==> src/hdl/ccs_pkg.sv <==
// ----------------------------------------------------------------------------
// C comment stripper package
// Shared character codes, state and result group types, and the per-character
// lexing function used by the stripper core.
// ----------------------------------------------------------------------------
`default_nettype none

package ccs_pkg;

   // Character codes.
   localparam logic [7:0] CHAR_NL     = 8'h0A;
   localparam logic [7:0] CHAR_TAB    = 8'h09;
   localparam logic [7:0] CHAR_VT     = 8'h0B;
   localparam logic [7:0] CHAR_FF     = 8'h0C;
   localparam logic [7:0] CHAR_CR     = 8'h0D;
   localparam logic [7:0] CHAR_SPACE  = 8'h20;
   localparam logic [7:0] CHAR_DQUOTE = 8'h22;
   localparam logic [7:0] CHAR_HASH   = 8'h23;
   localparam logic [7:0] CHAR_SQUOTE = 8'h27;
   localparam logic [7:0] CHAR_STAR   = 8'h2A;
   localparam logic [7:0] CHAR_SLASH  = 8'h2F;
   localparam logic [7:0] CHAR_BSLASH = 8'h5C;
   localparam logic [7:0] CHAR_NUL    = 8'h00;

   // Strip mode register codes.
   localparam logic [1:0] MODE_KEEP      = 2'd0;
   localparam logic [1:0] MODE_DIRECTIVE = 2'd1;
   localparam logic [1:0] MODE_RESET     = 2'd2;

   // Results one character can cause.
   localparam int unsigned MAX_RESULTS = 4;
   localparam int unsigned COUNT_W     = $clog2(MAX_RESULTS + 1);
   localparam int unsigned INDEX_W     = $clog2(MAX_RESULTS);

   // Block comment tracking.
   typedef enum logic [3:0] {
      CMT_NONE         = 4'b0001,
      CMT_OPEN_HERE    = 4'b0010,
      CMT_CLOSED_HERE  = 4'b0100,
      CMT_OPEN_EARLIER = 4'b1000
   } cmt_type;

   // Lexer state carried from one character to the next.
   typedef struct packed {
      cmt_type    cmt;
      logic       quote_open;
      logic       quote_dbl;
      logic       escape;
      logic       line_kept;
      logic       line_drop;
      logic [7:0] held_char;
      logic       held_valid;
      logic       seen_nonspace;
      logic       directive;
   } lex_state_type;

   localparam lex_state_type LEX_RESET = '{
      cmt:           CMT_NONE,
      quote_open:    1'b0,
      quote_dbl:     1'b0,
      escape:        1'b0,
      line_kept:     1'b0,
      line_drop:     1'b0,
      held_char:     8'h00,
      held_valid:    1'b0,
      seen_nonspace: 1'b0,
      directive:     1'b0
   };

   // Outcome of handling one plain character.
   typedef struct packed {
      lex_state_type st;
      logic          emit;
      logic [7:0]    ch;
   } plain_out_type;

   // All the results that one input word causes.
   typedef struct packed {
      logic [MAX_RESULTS-1:0][7:0] chars;
      logic [COUNT_W-1:0]          count;
      logic                        done;
      logic                        quote_flag;
      logic                        comment_flag;
   } group_type;

   function automatic logic is_space(logic [7:0] c);
      return (c == CHAR_SPACE) || (c == CHAR_TAB) || (c == CHAR_VT) ||
             (c == CHAR_FF) || (c == CHAR_CR);
   endfunction

   function automatic logic in_comment(cmt_type cs);
      return (cs == CMT_OPEN_HERE) || (cs == CMT_OPEN_EARLIER);
   endfunction

   function automatic logic strip_line(logic [1:0] mode, logic directive);
      return mode[1] || ((mode == MODE_DIRECTIVE) && directive);
   endfunction

   // One character with no pending lookahead.
   function automatic plain_out_type lex_plain(lex_state_type st_i, logic [7:0] c,
                                               logic strip);
      plain_out_type r;
      r.st   = st_i;
      r.emit = 1'b0;
      r.ch   = c;
      if (!st_i.line_drop) begin
         if (st_i.line_kept) begin
            r.emit = 1'b1;
         end else if (st_i.quote_open) begin
            r.emit = 1'b1;
            if (st_i.escape) begin
               r.st.escape = 1'b0;
            end else if (c == CHAR_BSLASH) begin
               r.st.escape = 1'b1;
            end else if (c == (st_i.quote_dbl ? CHAR_DQUOTE : CHAR_SQUOTE)) begin
               r.st.quote_open = 1'b0;
            end
         end else if (in_comment(st_i.cmt)) begin
            if (c == CHAR_STAR) begin
               r.st.held_char  = c;
               r.st.held_valid = 1'b1;
            end else begin
               r.emit = 1'b1;
               r.ch   = strip ? CHAR_SPACE : c;
            end
         end else if (c == CHAR_SLASH) begin
            r.st.held_char  = c;
            r.st.held_valid = 1'b1;
         end else begin
            if ((c == CHAR_DQUOTE) || (c == CHAR_SQUOTE)) begin
               r.st.quote_open = 1'b1;
               r.st.quote_dbl  = (c == CHAR_DQUOTE);
               r.st.escape     = 1'b0;
            end
            r.emit = 1'b1;
         end
      end
      return r;
   endfunction

endpackage

`default_nettype wire

==> src/hdl/ccs_req_if.sv <==
// ----------------------------------------------------------------------------
// Source character channel
// Valid/ready channel carrying one source character or the end-of-text mark.
// ----------------------------------------------------------------------------
`default_nettype none

interface ccs_req_if;
   logic       valid;
   logic       ready;
   logic [7:0] in_char;
   logic       end_of_input;

   modport source (output valid, output in_char, output end_of_input, input ready);
   modport sink   (input valid, input in_char, input end_of_input, output ready);
endinterface

`default_nettype wire

==> src/hdl/ccs_rsp_if.sv <==
// ----------------------------------------------------------------------------
// Result character channel
// Valid/ready channel carrying one emitted character with its status flags.
// ----------------------------------------------------------------------------
`default_nettype none

interface ccs_rsp_if;
   logic       valid;
   logic       ready;
   logic [7:0] out_char;
   logic       char_valid;
   logic       last_of_run;
   logic       quote_unterminated;
   logic       comment_unterminated;
   logic       done_mark;

   modport source (output valid, output out_char, output char_valid, output last_of_run,
                   output quote_unterminated, output comment_unterminated,
                   output done_mark, input ready);
   modport sink   (input valid, input out_char, input char_valid, input last_of_run,
                   input quote_unterminated, input comment_unterminated,
                   input done_mark, output ready);
endinterface

`default_nettype wire

==> src/hdl/ccs_csr_if.sv <==
// ----------------------------------------------------------------------------
// Strip mode write channel
// Valid/ready channel writing the strip mode register.
// ----------------------------------------------------------------------------
`default_nettype none

interface ccs_csr_if;
   logic       valid;
   logic       ready;
   logic [1:0] strip_mode;

   modport source (output valid, output strip_mode, input ready);
   modport sink   (input valid, input strip_mode, output ready);
endinterface

`default_nettype wire

==> src/hdl/ccs_lexer.sv <==
// ----------------------------------------------------------------------------
// Comment stripping lexer
// Holds the lexer state and the strip mode register, and turns each accepted
// word into a group of up to four result characters combinationally.
// ----------------------------------------------------------------------------
`default_nettype none

module ccs_lexer (
   input  wire logic                clock,
   input  wire logic                reset,
   input  wire logic                step_en,
   input  wire logic [7:0]          in_char,
   input  wire logic                end_of_input,
   input  wire logic                cfg_wr,
   input  wire logic [1:0]          cfg_mode,
   output ccs_pkg::group_type       grp,
   output logic                     grp_push
);

   ccs_pkg::lex_state_type state_ff, state_in;
   logic [1:0]             mode_ff, mode_in;

   // Next state and result group for the word on the input.
   always_comb begin
      ccs_pkg::lex_state_type        st;
      ccs_pkg::plain_out_type        po;
      logic                          strip;
      logic [ccs_pkg::COUNT_W-1:0]   n;
      st    = state_ff;
      po    = '0;
      grp   = '0;
      n     = '0;
      strip = ccs_pkg::strip_line(mode_ff, st.directive);
      if (end_of_input || (in_char == ccs_pkg::CHAR_NL)) begin
         // Line or text end: flush the held character, close a kept line comment.
         if (st.held_valid) begin
            grp.chars[n[ccs_pkg::INDEX_W-1:0]] =
               (st.held_char == ccs_pkg::CHAR_STAR) ?
               (strip ? ccs_pkg::CHAR_SPACE : ccs_pkg::CHAR_STAR) : ccs_pkg::CHAR_SLASH;
            n = n + 1'b1;
         end
         if (st.line_kept) begin
            grp.chars[n[ccs_pkg::INDEX_W-1:0]] = ccs_pkg::CHAR_STAR;
            n = n + 1'b1;
            grp.chars[n[ccs_pkg::INDEX_W-1:0]] = ccs_pkg::CHAR_SLASH;
            n = n + 1'b1;
         end
         grp.quote_flag = st.quote_open;
         if (end_of_input) begin
            // Closing word: no character, carries the open-comment flag.
            grp.chars[n[ccs_pkg::INDEX_W-1:0]] = ccs_pkg::CHAR_NUL;
            n = n + 1'b1;
            grp.done         = 1'b1;
            grp.comment_flag = ccs_pkg::in_comment(st.cmt);
            st               = ccs_pkg::LEX_RESET;
         end else begin
            grp.chars[n[ccs_pkg::INDEX_W-1:0]] = ccs_pkg::CHAR_NL;
            n = n + 1'b1;
            st.held_valid    = 1'b0;
            st.quote_open    = 1'b0;
            st.quote_dbl     = 1'b0;
            st.escape        = 1'b0;
            st.line_kept     = 1'b0;
            st.line_drop     = 1'b0;
            st.seen_nonspace = 1'b0;
            st.directive     = 1'b0;
            unique case (st.cmt)
               ccs_pkg::CMT_OPEN_HERE:    st.cmt = ccs_pkg::CMT_OPEN_EARLIER;
               ccs_pkg::CMT_CLOSED_HERE:  st.cmt = ccs_pkg::CMT_NONE;
               ccs_pkg::CMT_NONE:         st.cmt = ccs_pkg::CMT_NONE;
               ccs_pkg::CMT_OPEN_EARLIER: st.cmt = ccs_pkg::CMT_OPEN_EARLIER;
               default:                   st.cmt = ccs_pkg::CMT_NONE;
            endcase
         end
      end else begin
         // The first non-space character decides whether this is a directive line.
         if (!st.seen_nonspace && !ccs_pkg::is_space(in_char)) begin
            st.seen_nonspace = 1'b1;
            st.directive     = (in_char == ccs_pkg::CHAR_HASH);
         end
         strip = ccs_pkg::strip_line(mode_ff, st.directive);
         if (st.held_valid) begin
            st.held_valid = 1'b0;
            if (st.held_char == ccs_pkg::CHAR_SLASH) begin
               if (in_char == ccs_pkg::CHAR_SLASH) begin
                  // Line comment: drop it, or rewrite it as a block comment.
                  if (strip) begin
                     st.line_drop = 1'b1;
                  end else begin
                     grp.chars[n[ccs_pkg::INDEX_W-1:0]] = ccs_pkg::CHAR_SLASH;
                     n = n + 1'b1;
                     grp.chars[n[ccs_pkg::INDEX_W-1:0]] = ccs_pkg::CHAR_STAR;
                     n = n + 1'b1;
                     st.line_kept = 1'b1;
                  end
               end else if (in_char == ccs_pkg::CHAR_STAR) begin
                  st.cmt = ccs_pkg::CMT_OPEN_HERE;
                  grp.chars[n[ccs_pkg::INDEX_W-1:0]] =
                     strip ? ccs_pkg::CHAR_SPACE : ccs_pkg::CHAR_SLASH;
                  n = n + 1'b1;
                  grp.chars[n[ccs_pkg::INDEX_W-1:0]] =
                     strip ? ccs_pkg::CHAR_SPACE : ccs_pkg::CHAR_STAR;
                  n = n + 1'b1;
               end else begin
                  grp.chars[n[ccs_pkg::INDEX_W-1:0]] = ccs_pkg::CHAR_SLASH;
                  n = n + 1'b1;
                  po = ccs_pkg::lex_plain(st, in_char, strip);
                  st = po.st;
                  if (po.emit) begin
                     grp.chars[n[ccs_pkg::INDEX_W-1:0]] = po.ch;
                     n = n + 1'b1;
                  end
               end
            end else begin
               if (in_char == ccs_pkg::CHAR_SLASH) begin
                  // Block comment closer.
                  st.cmt = ccs_pkg::CMT_CLOSED_HERE;
                  grp.chars[n[ccs_pkg::INDEX_W-1:0]] =
                     strip ? ccs_pkg::CHAR_SPACE : ccs_pkg::CHAR_STAR;
                  n = n + 1'b1;
                  grp.chars[n[ccs_pkg::INDEX_W-1:0]] =
                     strip ? ccs_pkg::CHAR_SPACE : ccs_pkg::CHAR_SLASH;
                  n = n + 1'b1;
               end else begin
                  grp.chars[n[ccs_pkg::INDEX_W-1:0]] =
                     strip ? ccs_pkg::CHAR_SPACE : ccs_pkg::CHAR_STAR;
                  n = n + 1'b1;
                  po = ccs_pkg::lex_plain(st, in_char, strip);
                  st = po.st;
                  if (po.emit) begin
                     grp.chars[n[ccs_pkg::INDEX_W-1:0]] = po.ch;
                     n = n + 1'b1;
                  end
               end
            end
         end else begin
            po = ccs_pkg::lex_plain(st, in_char, strip);
            st = po.st;
            if (po.emit) begin
               grp.chars[n[ccs_pkg::INDEX_W-1:0]] = po.ch;
               n = n + 1'b1;
            end
         end
      end
      grp.count = n;
      state_in  = step_en ? st : state_ff;
   end

   // A word that causes no result leaves nothing in the queue.
   assign grp_push = step_en && (grp.count != '0);
   assign mode_in  = cfg_wr ? cfg_mode : mode_ff;

   // Lexer state and strip mode registers.
   always_ff @(posedge clock) begin
      if (reset) begin
         state_ff <= ccs_pkg::LEX_RESET;
         mode_ff  <= ccs_pkg::MODE_RESET;
      end else begin
         state_ff <= state_in;
         mode_ff  <= mode_in;
      end
   end

endmodule

`default_nettype wire

==> src/hdl/ccs_result_queue.sv <==
// ----------------------------------------------------------------------------
// Result queue and serialiser
// Two result groups (output slot and skid slot); the output slot is sent one
// word per handshake on the result channel.
// ----------------------------------------------------------------------------
`default_nettype none

module ccs_result_queue (
   input  wire logic                clock,
   input  wire logic                reset,
   input  wire ccs_pkg::group_type  grp,
   input  wire logic                grp_push,
   output logic                     push_ready,
   ccs_rsp_if.source                rsp_ch
);

   ccs_pkg::group_type            slot0_ff, slot0_in, slot1_ff, slot1_in;
   logic                          slot0_valid_ff, slot0_valid_in;
   logic                          slot1_valid_ff, slot1_valid_in;
   logic [ccs_pkg::INDEX_W-1:0]   idx_ff, idx_in;
   logic                          last;
   logic                          take;
   logic                          pop;

   // Word selection within the output slot.
   assign last = ({1'b0, idx_ff} == (slot0_ff.count - 1'b1));
   assign take = rsp_ch.valid && rsp_ch.ready;
   assign pop  = take && last;

   assign push_ready = !slot1_valid_ff;

   assign rsp_ch.valid                = slot0_valid_ff;
   assign rsp_ch.out_char             = (last && slot0_ff.done) ? ccs_pkg::CHAR_NUL :
                                        slot0_ff.chars[idx_ff];
   assign rsp_ch.char_valid           = !(last && slot0_ff.done);
   assign rsp_ch.last_of_run          = last;
   assign rsp_ch.quote_unterminated   = last && slot0_ff.quote_flag;
   assign rsp_ch.comment_unterminated = last && slot0_ff.comment_flag;
   assign rsp_ch.done_mark            = last && slot0_ff.done;

   // Slot movement: the skid slot refills the output slot when it empties.
   always_comb begin
      slot0_in       = slot0_ff;
      slot1_in       = slot1_ff;
      slot0_valid_in = slot0_valid_ff;
      slot1_valid_in = slot1_valid_ff;
      idx_in         = take ? (last ? '0 : idx_ff + 1'b1) : idx_ff;
      if (!slot0_valid_ff || pop) begin
         if (slot1_valid_ff) begin
            slot0_in       = slot1_ff;
            slot0_valid_in = 1'b1;
            slot1_valid_in = 1'b0;
         end else begin
            slot0_in       = grp;
            slot0_valid_in = grp_push;
         end
      end else if (grp_push) begin
         slot1_in       = grp;
         slot1_valid_in = 1'b1;
      end
   end

   // Control registers.
   always_ff @(posedge clock) begin
      if (reset) begin
         slot0_valid_ff <= 1'b0;
         slot1_valid_ff <= 1'b0;
         idx_ff         <= '0;
      end else begin
         slot0_valid_ff <= slot0_valid_in;
         slot1_valid_ff <= slot1_valid_in;
         idx_ff         <= idx_in;
      end
   end

   // Payload registers.
   always_ff @(posedge clock) begin
      slot0_ff <= slot0_in;
      slot1_ff <= slot1_in;
   end

endmodule

`default_nettype wire

==> src/hdl/c_comment_stripper_core.sv <==
// ----------------------------------------------------------------------------
// C comment stripper core
// Streaming comment stripper for spliced C source text, one byte per word.
//
// Channels: req_ch takes one source byte per word (or the end-of-text mark),
// rsp_ch gives the emitted bytes with their flags, csr_ch writes the strip
// mode (0 keep, 1 strip on directive lines, 2 strip all). Mode writes are
// taken at once and should be made only while the stripper is idle.
// Each input word yields zero to four result words; the last of them is
// marked last_of_run. A '/' outside a comment or a '*' inside one is held back
// one word for lookahead, so its result comes with the following word.
// A word's results are registered in the output slot (or first in the skid
// slot while that is busy) before they are shown. Input words are taken one
// per cycle while the skid slot is empty; results leave one per handshake.
// The lexer decides a whole group combinationally; a two-slot result queue
// sets the rate, and req_ch.ready drops only when both slots hold groups.
// Reset (synchronous) clears the lexer state and the queue and sets the strip
// mode to 2. An end-of-text word closes with a byte-less done word and
// returns the lexer to its reset state, keeping the mode.
// ----------------------------------------------------------------------------
`default_nettype none

module c_comment_stripper_core (
   input  wire logic  clock,
   input  wire logic  reset,
   ccs_req_if.sink    req_ch,
   ccs_rsp_if.source  rsp_ch,
   ccs_csr_if.sink    csr_ch
);

   ccs_pkg::group_type grp;
   logic               grp_push;
   logic               push_ready;
   logic               step_en;

   // Handshakes.
   assign req_ch.ready = push_ready;
   assign csr_ch.ready = 1'b1;
   assign step_en      = req_ch.valid && push_ready;

   // Lexer and state.
   ccs_lexer u_lexer (
      .clock        (clock),
      .reset        (reset),
      .step_en      (step_en),
      .in_char      (req_ch.in_char),
      .end_of_input (req_ch.end_of_input),
      .cfg_wr       (csr_ch.valid),
      .cfg_mode     (csr_ch.strip_mode),
      .grp          (grp),
      .grp_push     (grp_push)
   );

   // Result queue and serialiser.
   ccs_result_queue u_queue (
      .clock      (clock),
      .reset      (reset),
      .grp        (grp),
      .grp_push   (grp_push),
      .push_ready (push_ready),
      .rsp_ch     (rsp_ch)
   );

endmodule

`default_nettype wire

==> src/flat_wrapper.sv <==
// flat-port wrapper written by rule: the top's interface ports become plain ports
module c_comment_stripper_core_flat 
  (clock, reset, req_ch_valid, req_ch_in_char, req_ch_end_of_input, req_ch_ready, rsp_ch_valid, rsp_ch_out_char, rsp_ch_char_valid, rsp_ch_last_of_run, rsp_ch_quote_unterminated, rsp_ch_comment_unterminated, rsp_ch_done_mark, rsp_ch_ready, csr_ch_valid, csr_ch_strip_mode, csr_ch_ready);
  ccs_req_if req_ch_i ();
  ccs_rsp_if rsp_ch_i ();
  ccs_csr_if csr_ch_i ();
  input  wire logic clock;
  input  wire logic reset;
  input wire logic [$bits(req_ch_i.valid)-1:0] req_ch_valid;
  input wire logic [$bits(req_ch_i.in_char)-1:0] req_ch_in_char;
  input wire logic [$bits(req_ch_i.end_of_input)-1:0] req_ch_end_of_input;
  output wire logic [$bits(req_ch_i.ready)-1:0] req_ch_ready;
  output wire logic [$bits(rsp_ch_i.valid)-1:0] rsp_ch_valid;
  output wire logic [$bits(rsp_ch_i.out_char)-1:0] rsp_ch_out_char;
  output wire logic [$bits(rsp_ch_i.char_valid)-1:0] rsp_ch_char_valid;
  output wire logic [$bits(rsp_ch_i.last_of_run)-1:0] rsp_ch_last_of_run;
  output wire logic [$bits(rsp_ch_i.quote_unterminated)-1:0] rsp_ch_quote_unterminated;
  output wire logic [$bits(rsp_ch_i.comment_unterminated)-1:0] rsp_ch_comment_unterminated;
  output wire logic [$bits(rsp_ch_i.done_mark)-1:0] rsp_ch_done_mark;
  input wire logic [$bits(rsp_ch_i.ready)-1:0] rsp_ch_ready;
  input wire logic [$bits(csr_ch_i.valid)-1:0] csr_ch_valid;
  input wire logic [$bits(csr_ch_i.strip_mode)-1:0] csr_ch_strip_mode;
  output wire logic [$bits(csr_ch_i.ready)-1:0] csr_ch_ready;
  assign req_ch_i.valid = req_ch_valid;
  assign req_ch_i.in_char = req_ch_in_char;
  assign req_ch_i.end_of_input = req_ch_end_of_input;
  assign req_ch_ready = req_ch_i.ready;
  assign rsp_ch_valid = rsp_ch_i.valid;
  assign rsp_ch_out_char = rsp_ch_i.out_char;
  assign rsp_ch_char_valid = rsp_ch_i.char_valid;
  assign rsp_ch_last_of_run = rsp_ch_i.last_of_run;
  assign rsp_ch_quote_unterminated = rsp_ch_i.quote_unterminated;
  assign rsp_ch_comment_unterminated = rsp_ch_i.comment_unterminated;
  assign rsp_ch_done_mark = rsp_ch_i.done_mark;
  assign rsp_ch_i.ready = rsp_ch_ready;
  assign csr_ch_i.valid = csr_ch_valid;
  assign csr_ch_i.strip_mode = csr_ch_strip_mode;
  assign csr_ch_ready = csr_ch_i.ready;
  c_comment_stripper_core u_core (.clock(clock), .reset(reset), .req_ch(req_ch_i), .rsp_ch(rsp_ch_i), .csr_ch(csr_ch_i));
endmodule
==> config.mk <==
export PLATFORM = sky130hd
export DESIGN_NAME = c_comment_stripper_core_flat
export DESIGN_NICKNAME = d
export VERILOG_FILES = /design/src/hdl/ccs_pkg.sv /design/src/hdl/ccs_req_if.sv /design/src/hdl/ccs_rsp_if.sv /design/src/hdl/ccs_csr_if.sv /design/src/hdl/ccs_lexer.sv /design/src/hdl/ccs_result_queue.sv /design/src/hdl/c_comment_stripper_core.sv /design/src/flat_wrapper.sv
export SDC_FILE = /design/constraint.sdc
export NUM_CORES = 1
export LEC_CHECK = 0
export BUFFER_PORTS_ARGS = -buffer_cell sky130_fd_sc_hd__clkbuf_2
export CAP_MARGIN = 20
export CORE_ASPECT_RATIO = 1.1
export CORE_MARGIN = 2
export CORE_UTILIZATION = 40
export CTS_BUF_LIST = sky130_fd_sc_hd__clkbuf_8
export CTS_CLUSTER_SIZE = 12
export DETAILED_ROUTE_END_ITERATION = 6
export SKIP_LAST_GASP = 1
export SYNTH_ARGS = -nofsm -noshare
export SYNTH_HDL_FRONTEND = slang
export SYNTH_SLANG_ARGS = --single-unit
==> constraint.sdc <==
create_clock -name clock -period 4.5 [get_ports clock]
set_clock_uncertainty 0.05 [all_clocks]
set_input_delay 0.225 -clock clock [delete_from_list [all_inputs] [get_ports clock]]
set_output_delay 0.225 -clock clock [all_outputs]
set_load 0.01 [all_outputs]
After elaboration in Yosys (flattened, before gate mapping)
Index checks and enable logic that the tools add are counted.
{"block": "totals", "regBits": 102, "out_inout_bits": 16}
{"block": "classes", "addsub": 5, "n_lt_le_gt_ge": 7, "n_eq_ne": 35, "muxes": 126, "bitwise": 12, "n_reduce_logical": 47}
{"operator": "2-to-1 mux 9 bit", "count": 26}
{"operator": "2-to-1 mux 8 bit", "count": 19}
{"operator": "2-to-1 mux 16 bit", "count": 8}
{"operator": "2-to-1 mux 32 bit", "count": 3}
{"operator": "== test 8 x 6 -> 1 bit, second input constant", "count": 8}
{"operator": "2-to-1 mux 20 bit", "count": 3}
{"operator": "2-to-1 mux 3 bit", "count": 19}
{"operator": "demux 8 bit (select 2 bit)", "count": 3}
{"operator": "== test 8 x 4 -> 1 bit, second input constant", "count": 5}
{"operator": "2-to-1 mux 38 bit", "count": 1}
{"operator": "bitwise AND 32 bit", "count": 1}
{"operator": "NOT 32 bit", "count": 1}
{"operator": "2-to-1 mux 4 bit", "count": 7}
{"operator": "2-to-1 mux 1 bit", "count": 25}
{"operator": "bitwise AND 24 bit", "count": 1}
{"operator": "NOT 24 bit", "count": 1}
{"operator": "bitwise AND 5 x 20 -> 20 bit", "count": 1}
{"operator": "NOT 20 bit", "count": 1}
{"operator": "OR 20 bit", "count": 1}
{"operator": "AND reduction 5 bit", "count": 4}
{"operator": "binary-select mux 8 bit (select 2 bit)", "count": 1}
{"operator": "!= test 3 bit, second input constant", "count": 5}
{"operator": "2-to-1 mux 14 bit", "count": 1}
{"operator": "2-to-1 mux 2 bit", "count": 7}
{"operator": "33 further kinds", "count": 80}

Depth between registers and ports, before layout
{"block": "depth", "ltp_word": 30, "mapped_depth": 10}

Cells and area by module
From an unflattened synthesis, not the netlist that was laid out.
{"block": "hier_totals", "cells_unflattened": 471, "hier_area_um2": 5541.6}
{"module": "ccs_result_queue", "n_inst": 1, "cells_per_inst": 168, "area_each_um2": 3256.9}
{"module": "ccs_lexer", "n_inst": 1, "cells_per_inst": 300, "area_each_um2": 2267.2}
{"module": "c_comment_stripper_core", "n_inst": 1, "cells_per_inst": 3, "area_each_um2": 17.5}

Worst setup path before layout
OpenSTA, ideal clock, no wires.
{"block": "synth_path", "path_kind": "register to register", "startpoint": "register u_core.u_queue.slot0_ff[3] in the netlist's numbering", "endpoint": "register u_core.u_queue.slot1_ff[0] in the netlist's numbering, enable pin", "t_arrival_ns": 3.673, "t_required_ns": 3.996, "slack_ns": 0.323, "stages_incl_launch_ff": 8, "path_buffers": 0, "path_cell_list": "edfxtp_1 > inv_1 > ha_1 > xnor2_1 > nor3_1 > nand2_1 > nand2_1 > a311oi_1"}
{"block": "synth_between", "elab_chain_len": 6}
{"element": "start: declaration", "line": "ccs_result_queue.sv:17", "rtl": "ccs_pkg::group_type slot0_ff, slot0_in, slot1_ff, slot1_in;"}
{"element": "start signal: assignment", "line": "ccs_result_queue.sv:78", "rtl": "slot0_ff <= slot0_in;"}
{"element": "subtractor 3 x 1 -> 3 bit", "line": "ccs_result_queue.sv:26", "rtl": "assign last = ({1'b0, idx_ff} == (slot0_ff.count - 1'b1));"}
{"element": "== test 2 x 3 -> 1 bit", "line": "ccs_result_queue.sv:26"}
{"element": "net rsp_ch_last_of_run", "line": "flat_wrapper.sv:16", "rtl": "output wire logic [$bits(rsp_ch_i.last_of_run)-1:0] rsp_ch_last_of_run;"}
{"element": "logical AND 1 bit", "line": "ccs_result_queue.sv:28", "rtl": "assign pop = take && last;"}
{"element": "logical OR 1 bit", "line": "ccs_result_queue.sv:48", "rtl": "if (!slot0_valid_ff || pop) begin"}
{"element": "NOT 1 bit (no source line)"}
{"element": "AND reduction 2 bit (no source line)"}
{"element": "end signal: assignment", "line": "ccs_result_queue.sv:79", "rtl": "slot1_ff <= slot1_in;"}
{"element": "end: declaration", "line": "ccs_result_queue.sv:17"}
The timed path passes the listed nets, and every way through them passes these cells.
A chain may end at the register's enable or synchronous reset.

Worst setup path in the final report
{"block": "layout_path", "startpoint": "input req_ch_in_char[4]", "endpoint": "register u_core.u_queue.slot1_ff[18] in the netlist's numbering, enable pin"}
{"block": "layout_between", "elab_chain_len": 19}
{"element": "start: declaration", "line": "flat_wrapper.sv:10", "rtl": "input wire logic [$bits(req_ch_i.in_char)-1:0] req_ch_in_char;"}
{"element": "branches (longest 15 deep; another with 2-to-1 mux 9 bit)"}
{"element": "2-to-1 mux 3 bit (*)", "line": "ccs_lexer.sv:34", "rtl": "if (end_of_input || (in_char == ccs_pkg::CHAR_NL)) begin"}
{"element": "nonzero test 3 bit (*)", "line": "ccs_lexer.sv:150", "rtl": "assign grp_push = step_en && (grp.count != '0);"}
{"element": "logical AND 1 bit (*)", "line": "ccs_lexer.sv:150"}
{"element": "AND reduction 2 bit (no source line) (*)"}
Every way passes the cells marked *. The select of a mux whose other input is x is not followed.

==> qor.csv <==
stage,metric,value,unit
run_status,outcome,"finished, final reports clean",
sta,fin crit period,3.17,ns
clocking,clock-pin slew on the worst setup and hold paths,0.08,ns
run,maxcap violations,0,
synth,"EDFF count, synth",50,
clocking,root buf cell,clkbuf_8,
clocking,H-tree Lvls,3,
sta,Fmax,316,MHz
die,Rows,40,
setup_path,CP Depth,8,
clocking,TritonCTS Buffers,9,
detailed_routing,Post-DRT Antenna Nets,0,
finish,FILL cells,1100,
setup_path,Worst R2R Start,u_core.u_lexer.state_ff[17],
power_and_ir_drop,static leakage,0.00178,uW
setup_path,capturing element type of the critical path,flop,
synth,commonest cells in the netlist,"56 x nand2_1, 50 x edfxtp_1, 41 x a21oi_1, 36 x o21ai_0, 33 x nor2_1",
hold_path,Worst Hold Class,in -> reg,
setup_path,crit path cell chain,clkbuf_2 > nor4_1 > a21o_1 > nor2_1 > o21ai_0 > nand2_1 > a311oi_4 > buf_4,
place,Placed Area,0.00471,mm2
sta,Setup Total Neg Slack,0,ns
clocking,Post-CTS Resized,0,
global_routing,first-pass GRT wire length,19.5,mm
synth,post-synthesis cell type count,71,
synth,async set-or-reset flop fraction in the synthesized netlist,0,%
setup_path,CP max stage delay,0.82,ns
synth,most common cell in the netlist,nand2_1,
clocking,cts hold-fix bufs,0,
die,Starting Density,40.7,%
die,Ports,32,
sta,final hold violation count,0,
detailed_routing,routed vias/inst,5.89,
setup_path,Crit path max-delay family,compound AO/OA/AOI/OAI gates,
global_routing,largest net degree at the start of global routing,37,
die,Die Ht,114,um
detailed_routing,via count,3878,
synth,share of the synthesized area in the top cell type,34.0,%
global_routing,number of global-route vias before repair,3619,
place,DP HPWL,8.97,mm
detailed_routing,drt wl/cell,18.5,um
synth,"Seq/Total Area, Yosys",45.8,%
die,core area,0.0109,mm2
synth,Synth Cell Area,0.00442,mm2
synth,synth warn,0,
place,# placed instances,642,
sta,RSZ-0062 raised after global routing,no,
detailed_routing,drt first pass iters,5,
detailed_routing,"wirelength, routed",12.2,mm
clocking,post-CTS setup buffers,0,
finish,ANT cells,0,
setup_path,"Buf+Inv Stages, Crit Path",2,
place,IO buf count,30,
synth,largest cells by area after synthesis,"edfxtp_1 34%, dfxtp_1 12%, nand2_1 4.8%",
synth,"area leader, netlist",edfxtp_1,
setup_path,R2R Path End,u_core.u_queue.slot0_ff[6],
setup_path,"setup slack, reg-to-reg",1.68,ns
clocking,Clock Latency Late Sink,0.36,ns
finish,fin cells,658,
setup_path,crit start category,input pin,
setup_path,CP max-delay cell,nor4_1,
finish,layout cells sized above 1,14.1,%
clocking,largest buffer count on any clock path,2,
finish,Total Nets Final,529,
global_routing,gr ovfl total,0,
synth,synthesized instance count,486,
synth,Main synth FF type,edfxtp_1,
die,die width,104,um
power_and_ir_drop,peak supply drop,0.000140,V
sta,Setup Viol. Count Final,0,
detailed_routing,remaining routing DRC violations,0,
synth,Synth Area per Inst,9.09,um2
hold_path,hold_sp,csr_ch_strip_mode[1],
setup_path,CP endpoint,u_core.u_queue.slot1_ff[18],
finish,Layout Utilization,44.9,%
global_routing,GRT Overall Usage,21.0,%
synth,Post-Syn Nets,509,
clocking,CTS tree,done,
setup_path,worst r2r path cells,6,
setup_path,CP max FO,21,
sta,Slew HR,27.6,%
die,Die Area,0.0119,mm2
sta,slew of the pin with the lowest slew margin,1.09,ns
power_and_ir_drop,P per Cell Area,324,mW/mm2
finish,synth-to-layout area growth,10.5,%
place,Final Wtd Congestion,0.934,
detailed_routing,DR iter-0 viols,282,
clocking,Sink Count,76,
setup_path,Worst Setup SP,req_ch_in_char[4],
finish,Finished Cell Area,0.00488,mm2
sta,fin crit share,70.4,%
synth,"FF+latch count, synth",76,
setup_path,CP arrival,3.17,ns
sta,max-slew violations,0,
setup_path,worst setup path class,in -> reg,
global_routing,initial antenna violation count,0,
setup_path,CP required,4.50,ns
-- worst reg2reg max path, stage by stage, from the launching register on --
cell	delay, ns
dfxtp_1	0.38
xor2_1	0.30
nand3_1	0.12
a2111oi_1	0.78
nor3_1	0.32
a31o_2	0.35
mux2_2	0.26
-- metal layers --
layer	wire, um	up-vias	global-route usage [%]
li1	-	1850	-
met1	5550	1870	27.7
met2	5700	130	34.0
met3	620	28	3.59
met4	339	0	9.64
met5	0	-	0
-- kinds of logic after synthesis --
family          count (synthesis)  share of synthesized area [%]
other cells                     1                         0.0849
xor+xnor                        5                          0.992
simple gates                  188                           21.7
buf+inv                        48                           4.33
flops                          76                           45.8
fa+ha+maj                       7                           1.98
mux                            10                           2.38
compound gates                151                           22.7
-- flip-flops by register name, indices dropped and copies added, names as in the netlist --
register	flops
u_core.u_queue.slot0_ff	25
u_core.u_queue.slot1_ff	25
u_core.u_lexer.state_ff	20
u_core.u_lexer.mode_ff	2
u_core.u_queue.idx_ff	2
u_core.u_queue.rsp_ch.valid	1
u_core.u_queue.slot1_valid_ff	1
-- cells in the final DEF, fill, tap and decap left out, drive strengths merged, types with 4 or more instances in the layout --
| cell | instances |
|---|---|
| a211o | 4 |
| a21oi | 41 |
| a31oi | 9 |
| and2 | 13 |
| and3 | 4 |
| buf | 9 |
| clkbuf | 39 |
| clkinv | 4 |
| dfxtp | 26 |
| edfxtp | 50 |
| ha | 7 |
| inv | 20 |
| mux2 | 4 |
| mux2i | 6 |
| nand2 | 56 |
| nand2b | 8 |
| nand3 | 18 |
| nand4 | 6 |
| nor2 | 34 |
| nor2b | 7 |
| nor3 | 15 |
| nor4b | 4 |
| o2111ai | 5 |
| o211ai | 5 |
| o21a | 5 |
| o21ai | 37 |
| o31ai | 9 |
| or2 | 5 |
| or3 | 4 |
-- worst min path at each step --
stage	cells after the start	to	slack [ns]
finish	3	u_core.u_lexer.mode_ff[1]	0.02
global route	3	u_core.u_lexer.mode_ff[1]	0.03
CTS	3	u_core.u_lexer.mode_ff[1]	0.02
detailed placement	1	u_core.u_lexer.state_ff[7]	0.40
global placement	2	u_core.u_lexer.state_ff[0]	0.39
floorplan	2	u_core.u_lexer.mode_ff[1]	0.30
-- final cells by class --
type,count,area (um2),share of cell area [%]
Multi-Input combinational cell,362,2220,45.5
Sequential cell,76,2020,41.4
Timing Repair Buffer,39,218,4.46
Tap cell,147,184,3.77
Clock buffer,9,124,2.54
Inverter,18,67.6,1.38
Clock inverter,7,42.5,0.872
-- where the power goes --
part           switching [uW]  internal, uW  total, uW
registers                25.5           812        838
clock network             269           198        467
logic                     178          99.4        278
total                     473          1110       1580
-- metrics by stage --
| step | power (uW) | hold WS, ns | worst slack (ns) |
|---|---|---|---|
| 2_1_floorplan | 1030 | 0.301 | 0.323 |
| 3_3_place_gp | 1130 | 0.393 | 1.14 |
| 3_5_place_dp | 1130 | 0.399 | 0.964 |
| 4_1_cts | 1600 | 0.0181 | 1.35 |
| 5_1_grt | 1660 | 0.0345 | 1.11 |
| 6_report | 1580 | 0.0248 | 1.33 |
Note: power is estimated with default switching activity, not from simulation.
